<file path="src/rtl/core/cspp_pkg.sv">
// Package for the capnograph sync packet parser: packet layout, sync codes,
// packet type codes and the constants of the fixed-point scaling.
// Depends on nothing; used by capnograph_sync_packet_parser_top.
package cspp_pkg;

    localparam int PACKET_BYTES = 20;
    localparam int CNT_W        = $clog2(PACKET_BYTES + 1);

    typedef logic [CNT_W-1:0] t_count;
    typedef logic [7:0]       t_byte;

    localparam t_byte SYNC_FIRST  = 8'hAA;
    localparam t_byte SYNC_SECOND = 8'h55;
    localparam t_byte RAW_INVALID = 8'd255;
    localparam t_byte STATUS_ADAPTER = 8'd16;
    localparam t_byte ZERO_RUNNING   = 8'd2;

    localparam t_count POS_KIND    = t_count'(1);
    localparam t_count POS_STATUS  = t_count'(2);
    localparam t_count POS_WAVE_HI = t_count'(3);
    localparam t_count POS_WAVE_LO = t_count'(4);
    localparam t_count POS_VALUE   = t_count'(13);
    localparam t_count POS_ZERO    = t_count'(15);
    localparam t_count POS_LAST    = t_count'(PACKET_BYTES);

    localparam t_byte KIND_INSPIRED = 8'd0;
    localparam t_byte KIND_ETCO2    = 8'd1;
    localparam t_byte KIND_RESP     = 8'd3;
    localparam t_byte KIND_ZEROING  = 8'd6;

    // Wave: word * 760 / 1000 = (word * 19) / 25, division by reciprocal.
    localparam int WAVE_P_W  = 21;
    localparam int WAVE_M_W  = 22;
    localparam int WAVE_SH   = 26;
    localparam logic [WAVE_M_W-1:0] WAVE_RECIP = 22'd2684355;
    localparam logic [4:0]          WAVE_MUL   = 5'd19;

    // CO2: byte * 760 / 100 = (byte * 38) / 5, division by reciprocal.
    localparam int CO2_P_W  = 14;
    localparam int CO2_M_W  = 15;
    localparam int CO2_SH   = 17;
    localparam logic [CO2_M_W-1:0] CO2_RECIP = 15'd26215;
    localparam logic [5:0]         CO2_MUL   = 6'd38;

endpackage

</file>
<file path="src/rtl/core/capnograph_sync_packet_parser_top.sv">
// Top level of the capnograph sync packet parser: sync search, byte capture,
// checksum, scaling and held output values. Depends on cspp_pkg.
// Output: o_valid and the held values are registered on the closing byte's transfer.
// Throughput: one byte per cycle; input stalls only while a result waits
// and the next byte would close another packet.
// Reset (synchronous, active low) clears the sync state and all held values.
module capnograph_sync_packet_parser_top (
    input  logic                i_clk,
    input  logic                i_rst_n,
    input  logic                i_valid,
    output logic                o_ready,
    input  cspp_pkg::t_byte     i_rx_byte,
    output logic                o_valid,
    input  logic                i_ready,
    output logic                o_packet_ok,
    output logic [15:0]         o_wave_mmhg,
    output logic [10:0]         o_etco2_mmhg,
    output logic [10:0]         o_inspired_mmhg,
    output logic [7:0]          o_resp_rate,
    output logic                o_zeroing_active,
    output logic                o_adapter_check
);
    import cspp_pkg::*;

    logic        r_saw_sync, n_saw_sync;
    logic        r_in_packet, n_in_packet;
    t_count      r_count, n_count;
    t_byte       r_sum, n_sum;
    t_byte       r_kind, r_wave_hi, r_value;
    logic        r_adapter, r_zero_req;
    logic [WAVE_P_W-1:0] r_wave_p;
    logic [15:0] r_wave_q;
    logic [CO2_P_W-1:0]  r_co2_p;
    logic [10:0] r_co2_q;
    logic        r_out_valid, n_out_valid;
    logic        r_out_ok, r_out_adapter;
    logic [15:0] r_wave_hold;
    logic [10:0] r_etco2_hold, r_insp_hold;
    t_byte       r_resp_hold;
    logic        r_zero_hold;

    logic        w_close_next, w_in_xfer, w_close, w_good, w_store;
    logic [WAVE_P_W+WAVE_M_W-1:0] w_wave_prod;
    logic [CO2_P_W+CO2_M_W-1:0]   w_co2_prod;

    assign w_close_next = r_in_packet && (r_count == POS_LAST);
    assign o_ready      = !r_out_valid || !w_close_next;
    assign w_in_xfer    = i_valid && o_ready;
    assign w_close      = w_in_xfer && w_close_next;
    assign w_store      = w_in_xfer && r_in_packet && !w_close_next;
    assign w_good       = (r_sum == 8'd0);

    assign w_wave_prod = WAVE_P_W'(r_wave_p) * WAVE_M_W'(WAVE_RECIP);
    assign w_co2_prod  = CO2_P_W'(r_co2_p) * CO2_M_W'(CO2_RECIP);

    always_comb begin
        n_saw_sync  = r_saw_sync;
        n_in_packet = r_in_packet;
        n_count     = r_count;
        n_sum       = r_sum;
        n_out_valid = r_out_valid;
        if (r_out_valid && i_ready) begin
            n_out_valid = 1'b0;
        end
        if (w_in_xfer) begin
            if (!r_in_packet) begin
                if (r_saw_sync) begin
                    n_saw_sync = 1'b0;
                    if (i_rx_byte == SYNC_SECOND) begin
                        n_in_packet = 1'b1;
                        n_count     = t_count'(1);
                        n_sum       = 8'd0;
                    end
                end else if (i_rx_byte == SYNC_FIRST) begin
                    n_saw_sync = 1'b1;
                end
            end else if (w_close_next) begin
                n_in_packet = 1'b0;
                n_count     = '0;
                n_sum       = 8'd0;
                n_out_valid = 1'b1;
            end else begin
                n_sum   = r_sum + i_rx_byte;
                n_count = r_count + t_count'(1);
            end
        end
    end

    always_ff @(posedge i_clk) begin
        if (!i_rst_n) begin
            r_saw_sync  <= 1'b0;
            r_in_packet <= 1'b0;
            r_count     <= '0;
            r_sum       <= 8'd0;
            r_out_valid <= 1'b0;
        end else begin
            r_saw_sync  <= n_saw_sync;
            r_in_packet <= n_in_packet;
            r_count     <= n_count;
            r_sum       <= n_sum;
            r_out_valid <= n_out_valid;
        end
    end

    // Capture of the packet bytes that the decode uses, and the scaled values.
    always_ff @(posedge i_clk) begin
        if (w_store) begin
            case (r_count)
                POS_KIND:    r_kind <= i_rx_byte;
                POS_STATUS:  r_adapter <= (i_rx_byte == STATUS_ADAPTER);
                POS_WAVE_HI: r_wave_hi <= i_rx_byte;
                POS_WAVE_LO: r_wave_p <= WAVE_P_W'({r_wave_hi, i_rx_byte}) *
                                         WAVE_P_W'(WAVE_MUL);
                POS_VALUE: begin
                    r_value <= i_rx_byte;
                    r_co2_p <= CO2_P_W'(i_rx_byte) * CO2_P_W'(CO2_MUL);
                end
                POS_ZERO:    r_zero_req <= (i_rx_byte == ZERO_RUNNING);
                default:     ;
            endcase
        end
        r_wave_q <= w_wave_prod[WAVE_SH +: 16];
        r_co2_q  <= w_co2_prod[CO2_SH +: 11];
    end

    always_ff @(posedge i_clk) begin
        if (!i_rst_n) begin
            r_wave_hold   <= 16'd0;
            r_etco2_hold  <= 11'd0;
            r_insp_hold   <= 11'd0;
            r_resp_hold   <= 8'd0;
            r_zero_hold   <= 1'b0;
            r_out_ok      <= 1'b0;
            r_out_adapter <= 1'b0;
        end else if (w_close) begin
            r_out_ok      <= w_good;
            r_out_adapter <= w_good && r_adapter;
            if (w_good) begin
                r_wave_hold <= r_wave_q;
                case (r_kind)
                    KIND_INSPIRED: r_insp_hold <= r_co2_q;
                    KIND_ETCO2: begin
                        if (r_adapter || (r_value == RAW_INVALID)) begin
                            r_etco2_hold <= 11'd0;
                        end else begin
                            r_etco2_hold <= r_co2_q;
                        end
                    end
                    KIND_RESP: begin
                        r_resp_hold <= (r_value == RAW_INVALID) ? 8'd0 : r_value;
                    end
                    KIND_ZEROING:  r_zero_hold <= r_zero_req;
                    default:       ;
                endcase
            end
        end
    end

    assign o_valid          = r_out_valid;
    assign o_packet_ok      = r_out_ok;
    assign o_wave_mmhg      = r_wave_hold;
    assign o_etco2_mmhg     = r_etco2_hold;
    assign o_inspired_mmhg  = r_insp_hold;
    assign o_resp_rate      = r_resp_hold;
    assign o_zeroing_active = r_zero_hold;
    assign o_adapter_check  = r_out_adapter;

endmodule
</file>
<file path="config.mk">
export PLATFORM = sky130hd
export DESIGN_NAME = capnograph_sync_packet_parser_top
export DESIGN_NICKNAME = d
export VERILOG_FILES = /design/src/rtl/core/cspp_pkg.sv /design/src/rtl/core/capnograph_sync_packet_parser_top.sv
export SDC_FILE = /design/constraint.sdc
export NUM_CORES = 1
export LEC_CHECK = 0
export ABC_AREA = 0
export BUFFER_PORTS_ARGS = -buffer_cell sky130_fd_sc_hd__buf_4
export CORE_MARGIN = 2
export CORE_UTILIZATION = 41
export CTS_BUF_LIST = sky130_fd_sc_hd__clkbuf_4
export DETAILED_ROUTE_END_ITERATION = 6
export SYNTH_ARGS = -nofsm -noshare
export SYNTH_HDL_FRONTEND = slang
export SYNTH_SLANG_ARGS = --single-unit
</file>
<file path="constraint.sdc">
create_clock -name i_clk -period 9.4 [get_ports i_clk]
set_input_delay 0.47 -clock i_clk [delete_from_list [all_inputs] [get_ports i_clk]]
set_output_delay 0.47 -clock i_clk [all_outputs]
set_load 0.1 [all_outputs]
</file>
# [Yosys cells after proc, flatten, opt, wreduce, memory -nomap -nowiden]
# Cells that the tools add are included.
[totals] regBits=152 latch_bits=0 mem_bits_rw=0 romBits=0 input_bits=12 out_inout_bits=51 word_cells=91 n_memories=0
[op_classes] n_addsub=2 multipliers=4 div_mod_pow=0 order_cmp=0 n_eq_ne=15 shifts=0 n_mux=20 bitwise_logic=1 reduce_logical=28
[op_table] cell="21-bit by 22-bit multiplier with 42-bit output (second input constant)" count=1
[op_table] cell="8-bit 2-to-1 mux" count=5
[op_table] cell="13-bit by 15-bit multiplier with 27-bit output (second input constant)" count=1
[op_table] cell="16-bit by 5-bit multiplier with 21-bit output (second input constant)" count=1
[op_table] cell="5-bit 2-to-1 mux" count=4
[op_table] cell="8-bit by 2-bit == test with 1-bit output (second input constant)" count=2
[op_table] cell="8-bit == test (second input constant)" count=2
[op_table] cell="8-bit logical NOT" count=2
[op_table] cell="2-bit AND reduction" count=8
[op_table] cell="3-bit AND reduction" count=5
[op_table] cell="8-bit by 5-bit multiplier with 13-bit output (second input constant)" count=1
[op_table] cell="11-bit 2-to-1 mux" count=1
[op_table] cell="5-bit by 2-bit == test with 1-bit output (second input constant)" count=2
[op_table] cell="5-bit by 4-bit == test with 1-bit output (second input constant)" count=2
[op_table] cell="1-bit 2-to-1 mux" count=10
[op_table] cell="8-bit adder" count=1
[op_table] cell="8-bit by 1-bit == test with 1-bit output (second input constant)" count=1
[op_table] cell="8-bit by 3-bit == test with 1-bit output (second input constant)" count=1
[op_table] cell="8-bit by 5-bit == test with 1-bit output (second input constant)" count=1
[op_table] cell="8-bit by 7-bit == test with 1-bit output (second input constant)" count=1
[op_table] cell="1-bit logical AND" count=7
[op_table] cell="5-bit by 1-bit adder with 5-bit output (second input constant)" count=1
[op_table] cell="5-bit by 1-bit == test with 1-bit output (second input constant)" count=1
[op_table] cell="5-bit by 3-bit == test with 1-bit output (second input constant)" count=1
[op_table] cell="5 further kinds" count=8

# [Longest topological paths before layout]
# Gate-level depths: netlist of the first run.
[logic_depth] word_depth=8 depth_mapped=24 mapped_depth_nobuf=24

# [Worst setup path after synthesis of the first run]
# No wires, ideal clock.
[synth_timing] path_type="flip-flop to flip-flop" start="register r_wave_p[4]" end="register r_wave_q[12]" setup_ns=0.072 arrival_time_ns=5.981 required_time_ns=9.328 path_slack_ns=3.347 stages_incl_launch_ff=25 path_buffers=0 synth_period_minus_slack_ns=6.053 cell_sequence="edfxtp_1 > inv_1 > fa_1 > inv_1 > ha_1 > inv_1 > fa_1 > inv_1 > fa_1 > inv_1 > fa_1 > inv_1 > fa_1 > inv_1 > fa_1 > inv_1 > ha_1 > nand4_1 > a21oi_1 > or4_1 > and4_1 > a211oi_1 > nor2_1 > a311oi_1 > xnor2_1"
[synth_via] elab_chain_cells=1
[synth_lines] element="from (decl)" line="capnograph_sync_packet_parser_top.sv:31" source="logic [WAVE_P_W-1:0] r_wave_p;"
[synth_lines] element="from (signal assigned)" line="capnograph_sync_packet_parser_top.sv:112" source="POS_WAVE_LO: r_wave_p <= WAVE_P_W'({r_wave_hi, i_rx_byte}) *"
[synth_lines] element="21-bit by 22-bit multiplier with 42-bit output" line="capnograph_sync_packet_parser_top.sv:53" source="assign w_wave_prod = WAVE_P_W'(r_wave_p) * WAVE_M_W'(WAVE_RECIP);"
[synth_lines] element="named net w_wave_prod[38]" line="capnograph_sync_packet_parser_top.sv:43" source="logic [WAVE_P_W+WAVE_M_W-1:0] w_wave_prod;"
[synth_lines] element="to (signal assigned)" line="capnograph_sync_packet_parser_top.sv:122" source="r_wave_q <= w_wave_prod[WAVE_SH +: 16];"
[synth_lines] element="to (decl)" line="capnograph_sync_packet_parser_top.sv:32" source="logic [15:0] r_wave_q;"
# The timed path passes the listed nets, and every way through them passes these cells.
# A chain may end at the register's enable or synchronous reset.

# [Worst setup path after layout of the first run]
[layout_timing] start="register r_wave_p[3]" end="register r_wave_q[11]"
# The elaborated chain is that of the path after synthesis.

==> results of run 1 <==
sequential cells by signal, indices dropped and copies added (netlist names), 5 cells and up:
| name | flops |
|---|---|
| r_wave_hi | 8 |
| r_co2_q | 11 |
| r_value | 8 |
| r_sum | 8 |
| r_count | 5 |
| o_wave_mmhg | 16 |
| r_kind | 8 |
| o_resp_rate | 8 |
| r_co2_p | 12 |
| r_wave_p | 21 |
| o_etco2_mmhg | 11 |
| o_inspired_mmhg | 11 |
| r_wave_q | 16 |
worst min path at each step:
| stage | to | slack [ns] |
|---|---|---|
| after floorplan | o_wave_mmhg[0] | 0.42 |
| after global placement | o_wave_mmhg[1] | 0.44 |
| after detailed placement | o_wave_mmhg[9] | 0.44 |
| after CTS | r_sum[6] | 0.06 |
| after global routing | o_valid | 0.09 |
| final | r_sum[6] | 0.12 |
power by group through the flow:
stage	combinational [mW]	clock (mW)	sequential, mW
after floorplan	0.0863	0	0.702
after global placement	0.116	0	0.702
after detailed placement	0.118	0	0.702
after CTS	0.119	0.437	0.688
after global routing	0.135	0.459	0.688
final	0.117	0.420	0.688
logic make-up after synthesis:
group / after synthesis / synth area share (%)
simple gates: 290 / 8.43
compound gates: 212 / 7.72
xor+xnor: 54 / 2.77
mux: 1 / 0.0585
flops: 151 / 21.1
fa+ha+maj: 560 / 50.7
buf+inv: 414 / 9.19
synth_stat cells, types with 3 or more instances:
cell type | number | area share [%]
sky130_fd_sc_hd__inv_1 | 392 | 8.6
sky130_fd_sc_hd__ha_1 | 338 | 25
sky130_fd_sc_hd__fa_1 | 222 | 26
sky130_fd_sc_hd__nand2_1 | 101 | 2.2
sky130_fd_sc_hd__a21oi_1 | 93 | 2.7
sky130_fd_sc_hd__dfxtp_1 | 92 | 11
sky130_fd_sc_hd__nor2_1 | 62 | 1.4
sky130_fd_sc_hd__edfxtp_1 | 59 | 10
sky130_fd_sc_hd__xnor2_1 | 39 | 2.0
sky130_fd_sc_hd__nand3_1 | 28 | 0.82
sky130_fd_sc_hd__o21ai_0 | 27 | 0.79
sky130_fd_sc_hd__a21o_1 | 18 | 0.79
sky130_fd_sc_hd__clkbuf_1 | 17 | 0.37
sky130_fd_sc_hd__xor2_1 | 15 | 0.77
sky130_fd_sc_hd__nor3_1 | 12 | 0.35
sky130_fd_sc_hd__nand4_1 | 11 | 0.40
sky130_fd_sc_hd__a211oi_1 | 10 | 0.44
sky130_fd_sc_hd__a22oi_1 | 10 | 0.44
sky130_fd_sc_hd__nor2b_1 | 10 | 0.37
sky130_fd_sc_hd__nor4_1 | 9 | 0.33
sky130_fd_sc_hd__o21a_1 | 9 | 0.40
sky130_fd_sc_hd__and2_1 | 8 | 0.29
sky130_fd_sc_hd__or2_2 | 8 | 0.29
sky130_fd_sc_hd__o21bai_1 | 7 | 0.31
sky130_fd_sc_hd__or3_1 | 7 | 0.26
sky130_fd_sc_hd__a31oi_1 | 6 | 0.22
sky130_fd_sc_hd__and3_1 | 6 | 0.22
sky130_fd_sc_hd__nand2b_1 | 5 | 0.18
sky130_fd_sc_hd__o211ai_1 | 5 | 0.22
sky130_fd_sc_hd__or4_1 | 5 | 0.22
sky130_fd_sc_hd__and4_1 | 4 | 0.20
sky130_fd_sc_hd__a211o_1 | 3 | 0.15
sky130_fd_sc_hd__a311oi_1 | 3 | 0.15
sky130_fd_sc_hd__nand4b_1 | 3 | 0.15
sky130_fd_sc_hd__o31ai_1 | 3 | 0.13
routing by layer:
layer / GRT usage [%] / wire length [um] / share of wire, % / up-vias
li1: - / - / - / 5615
met2: 30.4 / 17700 / 48 / 168
met4: 4.19 / 472 / 1.3 / 0
met3: 2.34 / 990 / 2.7 / 27
met5: 0 / 0 / 0 / -
met1: 24.2 / 17400 / 48 / 5630
critical path: stages, from the launching register on:
cell and delay, ns:
sky130_fd_sc_hd__edfxtp_1 0.54, sky130_fd_sc_hd__inv_1 0.15, sky130_fd_sc_hd__fa_1 0.49, sky130_fd_sc_hd__inv_1 0.11, sky130_fd_sc_hd__ha_1 0.15, sky130_fd_sc_hd__inv_1 0.05, sky130_fd_sc_hd__fa_1 0.49, sky130_fd_sc_hd__inv_1 0.05
sky130_fd_sc_hd__fa_1 0.50, sky130_fd_sc_hd__inv_1 0.05, sky130_fd_sc_hd__fa_1 0.47, sky130_fd_sc_hd__inv_1 0.05, sky130_fd_sc_hd__fa_1 0.53, sky130_fd_sc_hd__inv_1 0.05, sky130_fd_sc_hd__fa_1 0.49, sky130_fd_sc_hd__inv_1 0.04
sky130_fd_sc_hd__ha_1 0.29, sky130_fd_sc_hd__nand4_1 0.12, sky130_fd_sc_hd__a21oi_1 0.05, sky130_fd_sc_hd__or4_1 0.65, sky130_fd_sc_hd__and3_1 0.26, sky130_fd_sc_hd__o21ai_0 0.42, sky130_fd_sc_hd__o211ai_1 0.24, sky130_fd_sc_hd__a211oi_1 0.29
sky130_fd_sc_hd__a311oi_1 0.09
area by class of cell:
type	instances	area [um2]	share of cell area, %
Multi-Input combinational cell	1117	11900	64.6
Sequential cell	151	3610	19.6
Clock buffer	17	128	0.691
Clock inverter	15	164	0.887
Antenna cell	1	2.50	0.0135
Tap cell	532	666	3.60
Inverter	393	1480	7.99
Timing Repair Buffer	65	488	2.64
through the flow:
| step | instances | instance area (um2) | setup WS (ns) | hold WS [ns] | total power [mW] |
|---|---|---|---|---|---|
| 3_3_place_gp | 2258 | 18200 | 2.75 | 0.439 | 0.818 |
| 4_1_cts | 2290 | 18500 | 2.65 | 0.0586 | 1.24 |
| 2_1_floorplan | 1682 | 17100 | 3.35 | 0.422 | 0.789 |
| 6_report | 2291 | 18500 | 2.65 | 0.120 | 1.23 |
| 5_1_grt | 2291 | 18500 | 2.38 | 0.0916 | 1.28 |
| 3_5_place_dp | 2258 | 18200 | 2.65 | 0.440 | 0.821 |
==> summary by stage, run 1 <==
Pwr
The switching power is 0.324 mW. The share of total power dissipated in sequential elements is 56.1%. The power per cell area is 66.3 mW/mm2. In this run the static leakage power is 9.26 nW. Of the total power, combinational logic draws 9.6%. The net switching fraction of the power is 26.5%.

The internal power of the cells is 0.901 mW. The worst supply voltage drop on vdd is 163 uV. The clock network accounts for 34.3% of the total power.

Clock tree
The clock insertion delay at the later pin of the skew report is 0.59 ns. CTS saw 151 sinks. The number of clock buffers added by TritonCTS is 17. TritonCTS built the clock tree. After clock tree synthesis, the clock-pin slew on the worst setup and hold paths is 0.15 ns. The buffer cell driving the clock tree root is sky130_fd_sc_hd__clkbuf_4. The clock tree synthesis step divided the H-tree into 4 levels. In this run the post-CTS setup repair buffer count came out at 0. The number of hold buffers added after CTS is 0. After clock tree synthesis, the repair step resized 0 gates. The maximum clock insertion buffer count is 2.

Timing
Timing would allow up to 148 MHz. The worst setup skew after layout is 0.0205 ns. The smallest clock period supported by the final layout is computed as 6.75 ns. Setup violations remaining at the end of the flow were counted as 0.

The aggregate negative setup slack is 0 ns. The max-slew violation total from the final report is 0. After layout, the worst path uses 71.8% of the clock period. The transition time of the tightest slew-check pin is 1.20 ns. The final hold violation count is 0. The worst pin sits at a relative slew slack of 19.7%. Setup repair after global routing left no endpoint under its margin.

Place
Summed over all nets, the half-perimeter wirelength after detailed placement is 31500 um. During placement, the flow inserted port buffers numbering 62. The congestion estimate from routability-driven global placement came to 0.889.

Floorplan
The boundary pin count is 63. The die is 208 um wide. Once the floorplan was initialized, standard cells occupied 41.7% of the core. The total core area is 0.0410 mm2. The floorplan has 74 rows. From bottom edge to top edge, the die measures 208 um. The total die area is 0.0434 mm2.

Worst hold path
In this run the worst hold path is classified as in2reg. The startpoint identified for the worst hold timing path is i_rst_n. The number of cells on the worst hold path is 2.

GRT
Entering global routing, the biggest net connects 64 pins. The initial antenna violation count is 1. The overall routing resource usage is 17.9%. The first global-routing pass estimated 61500 um of wire. The number of global-route vias before repair came to 12100. The total global routing overflow is 0.

Yosys
The async set-reset flop share out of synthesis is 0%. The net count after synthesis is 2254. The Yosys warning count is 0.

The most used flip-flop cell after synthesis is sky130_fd_sc_hd__dfxtp_1. The mapped netlist covers 0.0171 mm2. In the synthesized netlist, the number of instances is 1682. After synthesis, flip-flops and latches occupy 21.1% of the total area.

The distinct cell type count after synthesis is 60. The synthesized flop and latch total is 151. The mean instance size in the synthesized netlist is 10.2 um2. The number of enable-type register cells in the synthesized netlist is 59.

Setup path
The reg-to-reg endpoint is r_wave_q[11]. The data arrival time of the critical path is 7.21 ns. The critical path is of the reg2reg type. The required time reported for the critical path endpoint is 9.86 ns.

The critical path capture point type is a register. The capture point of the worst path is r_wave_q[11]. STA classifies the critical path startpoint as a register.

The startpoint identified for the worst register-to-register timing path is r_wave_p[3]. Of all nets on the critical path, the largest fanout is 7. The critical path starts at r_wave_p[3].

Measured in cells, the most critical reg-to-reg path has a length of 24. The slack of the worst reg-to-reg path is 2.65 ns.

Cells and area
In the final layout, the share of cells above drive strength 1 is 6.60%. At the end of the flow the core is filled with cells to 45.0%. The layout net count is 2317. The library cell used most frequently in the layout, excluding fill and tap cells, is sky130_fd_sc_hd__inv_1.

Leaving out fill and tap cells, the most frequent cells in the layout are 392 x sky130_fd_sc_hd__inv_1, 338 x sky130_fd_sc_hd__ha_1, 222 x sky130_fd_sc_hd__fa_1. Relative to the synthesized area, the layout overhead comes to 8.00%. The filler cell count in the final layout is 3958.

Detailed routing
The first-pass detailed-route iteration total is 4. Summing over every cut layer, the via total after detailed routing is 11400. In this run, the number of DRC markers left after iteration 0 of detailed routing was 385. The routed wire length is 36600 um. The post-route DRC violation count is 0.

The post-route antenna net violation count is 0. Using the TritonRoute via totals, the vias-per-cell ratio works out to 4.99. The routed wirelength normalized by instance count is 16.0 um.

Flow run
Max-cap violations in this run came to 0.

Status
The run finished with clean final reports.
(Power assumes the default switching activity.)
==> run 2, diff against run 1 <==
clock period = 6.3 ns   (was 9.4 ns; I/O delays follow)
==> summary by stage, run 2 (synthesis results as in run 1) <==
Setup path
The critical path depth in cells was 21 (-13%). The worst reg2reg path depth was 21 (-13%). The delay contributed by the slowest stage of the critical path came to 0.62 ns (-0.03 ns). The data arrival time of the critical path is 6.66 ns (-0.55 ns). Counting stages on the worst path, the most repeated cell is sky130_fd_sc_hd__fa_1.

The top fanout value on the critical path is 5 (-2). The critical path goes through fa_2, fa_1, fa_1, fa_1, fa_1, inv_2, fa_1, inv_2, fa_1, inv_1, ha_1, nand4_1, o21ai_1, o211ai_1, nand2_1, a211oi_2, buf_4, nor2_4, buf_12, a21oi_2, xnor2_1. The required time reported for the critical path endpoint came to 6.83 ns (-3.03 ns). The number of buffers and inverters on the critical path is 5 (-3). The kind of cell with the highest combined delay on the critical path is adder cells. STA classifies the critical path endpoint as a register. The start-to-end type of the worst setup path is reg2reg.

The worst setup path is launched from a register. The cell at the slowest stage of the critical path is sky130_fd_sc_hd__fa_2.

Clock tree
TritonCTS built the clock tree. The maximum clock insertion buffer count was 2 (unchanged). The buffer cell driving the clock tree root is sky130_fd_sc_hd__clkbuf_4. The maximum level of the CTS H-tree is 4 (unchanged). The number of buffers inserted during clock tree synthesis came to 17 (unchanged).

The clock insertion delay at the later pin of the skew report is 0.61 ns (+0.02 ns). The clock sink count is 151 (unchanged). The clock edge transition at the registers on the reported setup and hold paths is 0.14 ns (about the same).

Pwr
The worst supply voltage drop on vdd came to 172 uV (+5.5%). The leakage power summed over all cells is 9.51 nW (+2.7%). The power per cell area is 93.7 mW/mm2 (+41%). The total power consumption of the routed design is 1.78 mW (+46%).

Floorplan
The total die area came to 0.0434 mm2 (unchanged). The vertical die dimension was 208 um (unchanged). The initial core utilization was 41.7% (unchanged).

The total core area is 0.0410 mm2 (unchanged). The placement row count is 74 (unchanged). The boundary pin count is 63 (unchanged).

The die extent in x is 208 um (unchanged).

Cells and area
The flip-flop count of the largest register, all copies and words added is 21 (unchanged). r_wave_p holds more flip-flops than any other register. The proportion of layout cells with a drive suffix above 1 came to 10.4% (+3.8 points). The final instance area came to 0.0190 mm2 (+3.1%).

The layout net count was 2372 (+2.4%). In the layout the commonest cells are 384 x sky130_fd_sc_hd__inv_1, 333 x sky130_fd_sc_hd__ha_1, 219 x sky130_fd_sc_hd__fa_1. The layout overhead on the synthesized area is 11.4%. The library cell used most frequently in the layout, excluding fill and tap cells, is sky130_fd_sc_hd__inv_1.

GRT
The initial antenna violation count is 2 (+1). The number of global-route vias before repair came to 12400 (+2.2%). The pin count of the biggest net entering global routing is 64 (unchanged). The wire length of the first global-routing pass is 62400 um (+1.4%). The total global routing overflow is 0 (unchanged). The overall routing resource usage came to 18.1% (+0.26 points).

Timing
The max-slew violation total from the final report is 0 (unchanged). The final worst-path cycle share is 97.2% (+25 points). The post-route minimum period is 6.13 ns (-0.621 ns). The fmax was 163 MHz (+10%). The final hold violation count came to 0 (unchanged). Setup repair after global routing could not meet its margin everywhere. The setup-violating endpoint count in the final report is 0 (unchanged). The relative max-transition margin was 21.6% (+1.9 points). The transition time of the tightest slew-check pin is 1.18 ns (-0.0287 ns). The worst setup skew after layout is 0.0293 ns (+0.00883 ns).

Status
The run finished with clean final reports.

Place
The placed instance area is 0.0185 mm2 (+1.6%). The weighted congestion reported at the end of routability-driven placement is 0.950 (+6.8%). The number of port buffers is 62 (unchanged). The half-perimeter wire length of the detailed placement result is 32200 um (+2.1%).

Detailed routing
The routed wire length is 37500 um (+2.3%). The first-pass detailed-route iteration total is 4 (unchanged). The average via count per standard cell is 4.95 (-0.77%).

The post-route antenna net violation count was 0 (unchanged). The routed wirelength normalized by instance count is 16.0 um (-0.11%). The post-route DRC violation count is 0 (unchanged). The routed via count was 11600 (+1.7%). The starting DRC count in detailed routing was 427 (+11%).

Worst hold path
In this run the worst hold path is classified as in2reg. The number of cells on the worst hold path is 4 (+2).

Flow run
The number of max-capacitance violations reported is 0 (unchanged).
==> run 2: cell types whose count changed in the layout (fill, tap and decap cells not counted), sizes merged, moves of 2 or more <==
cell / delta
buf: +45
dlygate4sd3: +10
clkinv: +2
inv: -2
==> run 2: final timing paths <==
path                            slack [ns]        start        endpoint
worst min-delay path                  0.15      i_valid      r_saw_sync
worst max register to register        0.17  r_wave_p[5]     r_wave_q[6]
worst min register to register        0.45  r_wave_q[1]  o_wave_mmhg[1]
worst max-delay path                  0.17  r_wave_p[5]     r_wave_q[6]
==> run 2: power breakdown <==
group | total [mW] | internal [mW] | switching, mW
clock network | 0.578 | 0.197 | 0.382
logic | 0.180 | 0.0769 | 0.103
registers | 1.03 | 1.03 | 0.00000680
total | 1.78 | 1.30 | 0.485
==> run 2: timing repair <==
item	CTS	global route
pin swaps	1	34
setup endpoints to repair	10	14
endpoints found under the hold margin	28	0
hold buffers	10	0
gates resized for setup	1	40
buffers inserted	1	8
==> run 2: stage by stage <==
stage	hold slack (ns)	std cells	setup TNS, ns	setup slack [ns]	util [%]
CTS	0.0894	2338	-0.0347	-0.0193	45.9
global placement	0.432	2295	-0.000487	-0.000487	45.0
detailed placement	0.434	2295	-0.517	-0.0902	45.0
global route	0.106	2347	-0.598	-0.105	46.4
finish	0.150	2347	0	0.174	46.4
floorplan	0.414	1682	0	0.247	-
==> run 2: final cells by class <==
class | count | area, um2
clock inverter | 15 | 125
inverter | 393 | 1480
antenna | 2 | 5.00
sequential | 151 | 3610
tap | 532 | 666
multi-input combinational | 1117 | 12100
clock buffer | 17 | 128
timing repair buffer | 120 | 953
fill | 3820 | 22000
==> run 2: tightest hold or removal path: stages <==
cell and delay [ns]:
sky130_fd_sc_hd__buf_4 0.13, sky130_fd_sc_hd__nand2b_1 0.11, sky130_fd_sc_hd__a21oi_1 0.09, sky130_fd_sc_hd__nor2_1 0.08
==> run 2: per-layer routing <==
metal | GRT usage (%) | vias up | wire length [um]
met5 | 0 | - | 0
met4 | 4.81 | 0 | 588
met3 | 2.99 | 38 | 1350
met2 | 31.2 | 168 | 18300
met1 | 23.7 | 5697 | 17200
li1 | - | 5726 | -
